## config.mk

```make
export PLATFORM = sky130hd
export DESIGN_NAME = hidnt_ctrl
export DESIGN_NICKNAME = d
export VERILOG_FILES = /design/src/rtl/hidnt_pkg.sv /design/src/rtl/hidnt_ctrl.sv
export VERILOG_INCLUDE_DIRS = /design/src /design/src/rtl
export SDC_FILE = /design/constraint.sdc
export NUM_CORES = 1
export LEC_CHECK = 0
export BUFFER_PORTS_ARGS = -buffer_cell sky130_fd_sc_hd__clkbuf_2
export CAP_MARGIN = 30
export CORE_AREA = 2 2 39 41
export DETAILED_ROUTE_END_ITERATION = 6
export DIE_AREA = 0 0 41 43
export PLACE_DENSITY_LB_ADDON = 0.12
export SETUP_SLACK_MARGIN = 0.15
export SLEW_MARGIN = 10
export SYNTH_ARGS = -nofsm -noshare
export SYNTH_HDL_FRONTEND = slang
export SYNTH_SLANG_ARGS = --single-unit
```

## constraint.sdc

```tcl
create_clock -name clk -period 1.7 [get_ports clk]
set_clock_uncertainty 0.15 [all_clocks]
set_input_delay 0.255 -clock clk [delete_from_list [all_inputs] [get_ports clk]]
set_output_delay 0.255 -clock clk [all_outputs]
set_load 0.005 [all_outputs]
```

## src/rtl/hashed_id_name_table_top_macros.svh

```systemverilog
// assertion macros for the hashed id name table
`ifndef HASHED_ID_NAME_TABLE_TOP_MACROS_SVH
`define HASHED_ID_NAME_TABLE_TOP_MACROS_SVH
`ifndef ASSERT_OFF
`define HIDNT_ASSERT(lbl, clk, rst_n, prop, msg) \
	lbl: assert property (@(posedge clk) disable iff (!rst_n) prop) else $error(msg);
`define HIDNT_NEVER(lbl, clk, rst_n, cond, msg) \
	lbl: assert property (@(posedge clk) disable iff (!rst_n) !(cond)) else $error(msg);
`else
`define HIDNT_ASSERT(lbl, clk, rst_n, prop, msg)
`define HIDNT_NEVER(lbl, clk, rst_n, cond, msg)
`endif
`endif

```

## src/rtl/hidnt_pkg.sv

```systemverilog
package hidnt_pkg;

	localparam int TABLE_SIZE_DEF = 1024;
	localparam int NAME_BYTES_DEF = 8;
	localparam int HASH_GAP       = 20;
	localparam int PROBE_STEP     = 5;

	localparam int KEY_W    = 16;
	localparam int NAME_W   = 64;
	localparam int STATUS_W = 2;

	localparam logic [STATUS_W-1:0] RES_OK   = 2'd0;
	localparam logic [STATUS_W-1:0] RES_MISS = 2'd1;
	localparam logic [STATUS_W-1:0] RES_FULL = 2'd2;

	typedef struct packed {
		logic clr_step;
		logic load_item;
		logic fast_chk;
		logic load_idx;
		logic rd_en;
		logic chk;
		logic out_load;
	} dp_cmd_t;

	typedef struct packed {
		logic clr_last;
		logic fast_hit;
		logic stop;
		logic wrap_full;
		logic out_free;
	} dp_stat_t;

endpackage

```

## src/rtl/hidnt_ctrl.sv

```systemverilog
`include "hashed_id_name_table_top_macros.svh"

module hidnt_ctrl (
	input  logic                clk,
	input  logic                arst_n,
	input  logic                in_valid,
	output logic                in_ready,
	output hidnt_pkg::dp_cmd_t  cmd,
	input  hidnt_pkg::dp_stat_t st
);
	import hidnt_pkg::*;

	localparam logic [2:0] S_CLEAR  = 3'd0;
	localparam logic [2:0] S_IDLE   = 3'd1;
	localparam logic [2:0] S_HASH_A = 3'd2;
	localparam logic [2:0] S_HASH_B = 3'd3;
	localparam logic [2:0] S_HASH_C = 3'd4;
	localparam logic [2:0] S_READ   = 3'd5;
	localparam logic [2:0] S_CHECK  = 3'd6;
	localparam logic [2:0] S_DONE   = 3'd7;

	logic [2:0] state_q;
	logic [2:0] state_d;

	assign in_ready = (state_q == S_IDLE);

	always_comb begin
		state_d = state_q;
		cmd     = '0;
		unique case (state_q)
			S_CLEAR: begin
				cmd.clr_step = 1'b1;
				if (st.clr_last) begin
					state_d = S_IDLE;
				end
			end
			S_IDLE: begin
				if (in_valid) begin
					cmd.load_item = 1'b1;
					state_d       = S_HASH_A;
				end
			end
			S_HASH_A: begin
				cmd.fast_chk = 1'b1;
				state_d      = st.fast_hit ? S_DONE : S_HASH_B;
			end
			S_HASH_B: begin
				state_d = S_HASH_C;
			end
			S_HASH_C: begin
				cmd.load_idx = 1'b1;
				state_d      = S_READ;
			end
			S_READ: begin
				cmd.rd_en = 1'b1;
				state_d   = S_CHECK;
			end
			S_CHECK: begin
				cmd.chk = 1'b1;
				state_d = (st.stop || st.wrap_full) ? S_DONE : S_READ;
			end
			S_DONE: begin
				if (st.out_free) begin
					cmd.out_load = 1'b1;
					state_d      = S_IDLE;
				end
			end
			default: begin
				state_d = S_IDLE;
			end
		endcase
	end

	always_ff @(posedge clk or negedge arst_n) begin
		if (!arst_n) begin
			state_q <= S_CLEAR;
		end else begin
			state_q <= state_d;
		end
	end

	`HIDNT_ASSERT(a_mem_cmd_excl, clk, arst_n, $onehot0({cmd.clr_step, cmd.rd_en, cmd.chk}), "memory commands overlap")
	`HIDNT_ASSERT(a_clear_no_take, clk, arst_n, (state_q == S_CLEAR) |-> !in_ready, "transaction taken during clear")

endmodule

```

==> results.py, run 1 <==
metrics = {
    "drt": {
        "wl_um": 583,
        "firstDrtPassIters": 2,
        "wire_per_inst_um": 9.25,
        "drcViolationCount": 0,
        "avgViaCountPerCell": 4.02,
        "drt_iter0_drc": 2,
        "vias": 253,
        "drtAntennaViolNets": 0,
    },
    "placement": {
        "place_ws_ps": 209,
        "place.detailed.hpwl_um": 424,
        "gp_congestion": 0.755,
        "dpl_cell_area_sq_um": 289,
        "port_buffers": 15,
    },
    "critical_path": {
        "cp-end-kind": "primary output",
        "critical_path.startpoint_type": "register",
        "cp.required_ps": 1290,
        "slowest_delay_ps": 470,
        "critPathMaxFanout": 11,
        "worst_path_max_delay_cell": "dfrtp_2",
        "crit_path_start": "state_q[1]$_DFFE_PN0P_",
        "crit_arrival_ps": 1120,
        "r2r_start": "state_q[0]$_DFFE_PN0P_",
        "crit_end": "cmd[5]",
        "reg2reg_to": "state_q[1]$_DFFE_PN0P_",
        "critical_path.cell_chain": "nor3_4, and2_1, clkbuf_2",
        "worst-setup-path-type": "reg -> out",
        "reg2reg_depth": 4,
        "r2r_setup_slack_ps": 230,
    },
    "pwr": {
        "p_seq_frac": 0.311,
        "leakagePower_nw": 0.187,
        "switching_share": 0.418,
        "powerDensity_mw_per_mm2": 1640,
        "pwr-share-comb": 0.481,
        "peakVddDrop_mv": 0.404,
        "p_int_mw": 0.345,
        "pwr-share-clk": 0.207,
        "power.switching_mw": 0.247,
    },
    "clock_tree": {
        "cts_tree": "done",
        "numCtsBuffers": 3,
        "clk_path_buf_depth": 2,
        "htree_levels": 1,
        "cts.clk_slew.worst_paths_ps": 30,
        "insertion_delay_ps": 230,
        "cts.sinks": 3,
        "cts_root_buffer": "clkbuf_4",
    },
    "cells_and_area": {
        "drive_gt1_frac": 0.532,
        "largest_registers": "state_q (3)",
        "fillers": 164,
        "layout_commonest_cell": "clkbuf_2",
        "ff_latch_area_sq_um": 78.8,
        "largest_reg_flops": 3,
        "final_area_sq_um": 362,
        "layout_common_cells": "clkbuf_2 (14), nor3_1 (4), clkbuf_4 (3), dfrtp_2 (3)",
        "multi_input_area_sq_um": 125,
        "largest-register": "state_q",
        "final_net_count": 56,
        "antenna_cells": 0,
        "area_delta_synth_final_pct": 66.1,
    },
    "global_routing": {
        "grt_pass1_wl_um": 959,
        "grt_pass1_vias": 223,
        "gr-total-overflow": 0,
        "grt_usage": 0.0856,
        "antenna_found_initial": 0,
        "grt_max_degree": 12,
    },
    "run": {
        "max-cap-violations": 0,
    },
    "timing": {
        "setup_viol": 0,
        "fin_setup_tns_ps": 0,
        "hold_violations": 0,
        "worst_slack_ps": 179,
        "worst_slew_pin_slew_ps": 201,
        "period_share": 0.895,
        "fin_crit_ps": 1520,
        "maxSlewViolCount": 0,
        "rsz0062_at_grt": "true",
        "relSlewSlack": 0.866,
        "max_freq_ghz": 0.657,
    },
    "worst_hold_path": {
        "worstHoldStart": "st[0]",
        "min_path_type": "in -> reg",
    },
    "yosys": {
        "yosysWarnings": 0,
        "synth_area_sq_um": 218,
        "ys_types": 18,
        "syn_inst": 28,
        "synthTopCellsByArea": "dfrtp_1 (34%), nor3_1 (11%), and3_1 (5.7%)",
        "synth-seq-area-share": 0.345,
        "synth_top_area_share": 0.345,
        "ys_ff_latch": 3,
        "synth_nets": 36,
        "syn_area_per_cell_sq_um": 7.78,
        "synth_top_area_cell": "dfrtp_1",
    },
    "floorplanning": {
        "initial_core_util": 0.157,
        "num_rows": 14,
        "ios": 16,
        "dieArea_sq_mm": 0.00176,
        "chipWidth_um": 41,
        "core_sq_mm": 0.00138,
        "die_height_um": 43,
    },
    "outcome": {
        "status": "complete, no violations",
    },
}
==> kinds of logic after synthesis <==
family                 Yosys count  share of synthesized area
AOI/OAI and AO/OA                7                      0.184
and+or+nand+nor                 13                      0.328
DFF                              3                      0.345
buffers and inverters            5                      0.144
==> synthesized netlist by cell type, drive strengths merged <==
library cell and number:
dfrtp 3, nor2 1, and3 2, inv 2, and2 1, o21ai 2, o22ai 1, nand2b 1
nor3 5, clkbuf 1, or4b 1, a31oi 1, a21oi 2, buf 2, nand2 2, o21bai 1
==> power by group through the flow <==
stage	logic (mW)	clock network (mW)	registers (mW)
floorplan	0.230	0	0.116
global placement	0.216	0	0.182
detailed placement	0.213	0	0.184
CTS	0.251	0.130	0.174
global route	0.329	0.138	0.194
finish	0.285	0.123	0.184
==> area by class of cell <==
class | count | area share
timing repair buffer | 18 | 0.287
clock buffer | 4 | 0.0727
sequential | 3 | 0.218
inverter | 2 | 0.0208
multi-input combinational | 20 | 0.346
tap | 16 | 0.0554
==> metrics by stage <==
| stage | std cells | hold WS (ps) | util | power [mW] |
|---|---|---|---|---|
| after global placement | 56 | -96.5 | 0.209 | 0.399 |
| after global routing | 63 | 187 | 0.261 | 0.660 |
| after detailed placement | 56 | -96.3 | 0.209 | 0.397 |
| final | 63 | 166 | 0.261 | 0.592 |
| after CTS | 62 | 161 | 0.243 | 0.554 |
| after floorplan | 28 | -191 | - | 0.346 |
==> what timing repair did <==
action                     CTS  global route
cloned                       0             0
pin swaps                    0             1
setup buffers                1             1
gates resized for setup      3             5
hold endpoints to repair     3             0
setup endpoints to repair    5             8
hold buffers                 1             0
==> worst max-delay path, delay by kind of cell (launching register included) <==
family | cells | cell delay (ps)
buffers and inverters | 1 | 100
AND/OR/NAND/NOR | 2 | 310
flip-flops | 1 | 470
==> metal layers <==
metal | up-vias | track usage | routed length [um]
met2 | 8 | 0.0813 | 281
met4 | 0 | 0.0800 | 0
met5 | - | 0 | 0
li1 | 135 | - | -
met3 | 0 | 0.0314 | 32
met1 | 110 | 0.133 | 269
==> worst min-delay path by stage <==
stage                             end  cells after the start
2_1_floorplan  state_q[0]$_DFFE_PN0P_                      0
5_1_grt        state_q[1]$_DFFE_PN0P_                      3
3_3_place_gp   state_q[1]$_DFFE_PN0P_                      1
3_5_place_dp   state_q[0]$_DFFE_PN0P_                      1
6_report       state_q[1]$_DFFE_PN0P_                      3
4_1_cts        state_q[1]$_DFFE_PN0P_                      3
Power figures use the tool's default switching activity.
==> run 2, diff against run 1 <==
REMOVE_ABC_BUFFERS = 1   (was default)
==> results.py, run 2 (synthesized netlist as in run 1, its figures left out) <==
metrics = {
    "pwr": {
        "powerDensity_mw_per_mm2": 1730,
        "pwr-share-comb": 0.607,
        "p_seq_frac": 0.227,
        "pwr-share-clk": 0.166,
        "peakVddDrop_mv": 0.488,
        "switching_share": 0.392,
        "leakagePower_nw": 0.220,
        "p_int_mw": 0.447,
        "power.switching_mw": 0.288,
    },
    "timing": {
        "maxSlewViolCount": 0,
        "worst_slack_ps": 187,
        "fin_crit_ps": 1510,
        "period_share": 0.890,
        "fin_setup_tns_ps": 0,
        "hold_violations": 0,
        "rsz0062_at_grt": "true",
        "max_freq_ghz": 0.661,
        "worst_slew_pin_slew_ps": 175,
        "setup_viol": 0,
        "relSlewSlack": 0.883,
    },
    "cells_and_area": {
        "layout_commonest_cell": "clkbuf_2",
        "largest-register": "state_q",
        "area_delta_synth_final_pct": 95.4,
        "largest_registers": "state_q (3)",
        "layout_common_cells": "clkbuf_2 (13), buf_4 (5)",
        "final_net_count": 63,
        "drive_gt1_frac": 0.667,
        "fillers": 154,
        "largest_reg_flops": 3,
        "antenna_cells": 0,
    },
    "clock_tree": {
        "cts_tree": "done",
        "numCtsBuffers": 3,
        "cts.clk_slew.worst_paths_ps": 40,
        "insertion_delay_ps": 230,
        "htree_levels": 1,
        "cts_root_buffer": "clkbuf_4",
        "clk_path_buf_depth": 2,
        "cts.sinks": 3,
    },
    "critical_path": {
        "crit_path_start": "state_q[1]$_DFFE_PN0P_",
        "crit_arrival_ps": 1110,
        "cp-end-kind": "primary output",
        "critical_path.startpoint_type": "register",
        "worst-setup-path-type": "reg -> out",
        "r2r_start": "state_q[2]$_DFFE_PN0P_",
        "critPathMaxFanout": 5,
        "cp.required_ps": 1290,
    },
    "global_routing": {
        "grt_pass1_wl_mm": 1.10,
        "grt_usage": 0.0965,
        "busiest_layer": "met1",
        "antenna_found_initial": 0,
        "gr-total-overflow": 0,
        "grt.met2_usage": 0.119,
        "gr-usage-met3": 0.0314,
        "grt_pass1_vias": 255,
        "grt_max_degree": 12,
        "grt_util_met1": 0.129,
    },
    "run": {
        "max-cap-violations": 0,
    },
    "outcome": {
        "status": "complete, no violations",
    },
    "floorplanning": {
        "initial_core_util": 0.157,
        "dieArea_sq_mm": 0.00176,
        "die_height_um": 43,
        "chipWidth_um": 41,
        "core_sq_mm": 0.00138,
        "num_rows": 14,
        "ios": 16,
    },
    "drt": {
        "avgViaCountPerCell": 4.21,
        "drt_iter0_drc": 5,
        "wl_um": 740,
        "vias": 295,
        "drcViolationCount": 0,
        "drtAntennaViolNets": 0,
        "firstDrtPassIters": 3,
        "wire_per_inst_um": 10.6,
    },
    "placement": {
        "gp_congestion": 0.734,
        "port_buffers": 15,
        "place_ws_ps": 198,
        "place.detailed.hpwl_um": 469,
    },
    "worst_hold_path": {
        "min_path_type": "in -> reg",
        "worstHoldStart": "st[4]",
    },
}
-- run 2: timing repair --
| item | 4_1_cts | 5_1_grt |
|---|---|---|
| pin swaps | 0 | 4 |
| setup buffers | 1 | 8 |
| resized for setup | 3 | 14 |
| endpoints found under the setup margin | 6 | 7 |
| hold endpoints to repair | 3 | 0 |
| hold buffers | 1 | 0 |
-- run 2: through the flow --
step                      utilization  hold WS, ps  power (mW)  area (sq um)  std cells
after floorplan                     -         -191       0.297           194         25
after global placement          0.209        -97.2       0.400           289         56
after detailed placement        0.209        -96.2       0.402           289         56
after CTS                       0.243          164       0.558           337         62
after global routing            0.307          192       0.805           425         70
final                           0.307          164       0.735           425         70
-- run 2: worst max-delay path, stage by stage, from the launching register on --
cell and delay [ps]:
dfrtp_2 420, buf_6 130, nand2_2 60, nor2_2 130, buf_2 130
-- run 2: per-layer routing --
layer  share of wire  up-vias  wire, um
li1                -      150         -
met1            0.45      134       330
met2            0.48       11       358
met3           0.069        0        51
met4               0        0         0
met5               0        -         0
-- run 2: power groups by stage --
stage | registers (mW) | clock network [mW] | logic, mW
after floorplan | 0.161 | 0 | 0.136
after global placement | 0.183 | 0 | 0.217
after detailed placement | 0.186 | 0 | 0.216
after CTS | 0.175 | 0.127 | 0.256
after global routing | 0.174 | 0.139 | 0.491
final | 0.167 | 0.122 | 0.446
-- run 2: area by class of cell --
class	count	area [sq um]	area share
repair buffers	25	161	0.379
multi-input cells	20	131	0.309
flip-flops and latches	3	78.8	0.185
clock buffers	4	26.3	0.0618
well taps	16	20.0	0.0471
inverters	2	7.51	0.0176
-- run 2: worst paths after layout --
path                                           to  slack (ps)  cells past startpoint
setup / recovery                           cmd[0]         190                      4
hold / removal             state_q[0]$_DFFE_PN0P_         160                      3
setup reg to reg           state_q[1]$_DFFE_PN0P_         260                      4
hold reg to reg            state_q[1]$_DFFE_PN0P_         480                      2
max in group asynchronous  state_q[0]$_DFFE_PN0P_        1070                      2
min in group asynchronous  state_q[1]$_DFFE_PN0P_         210                      2
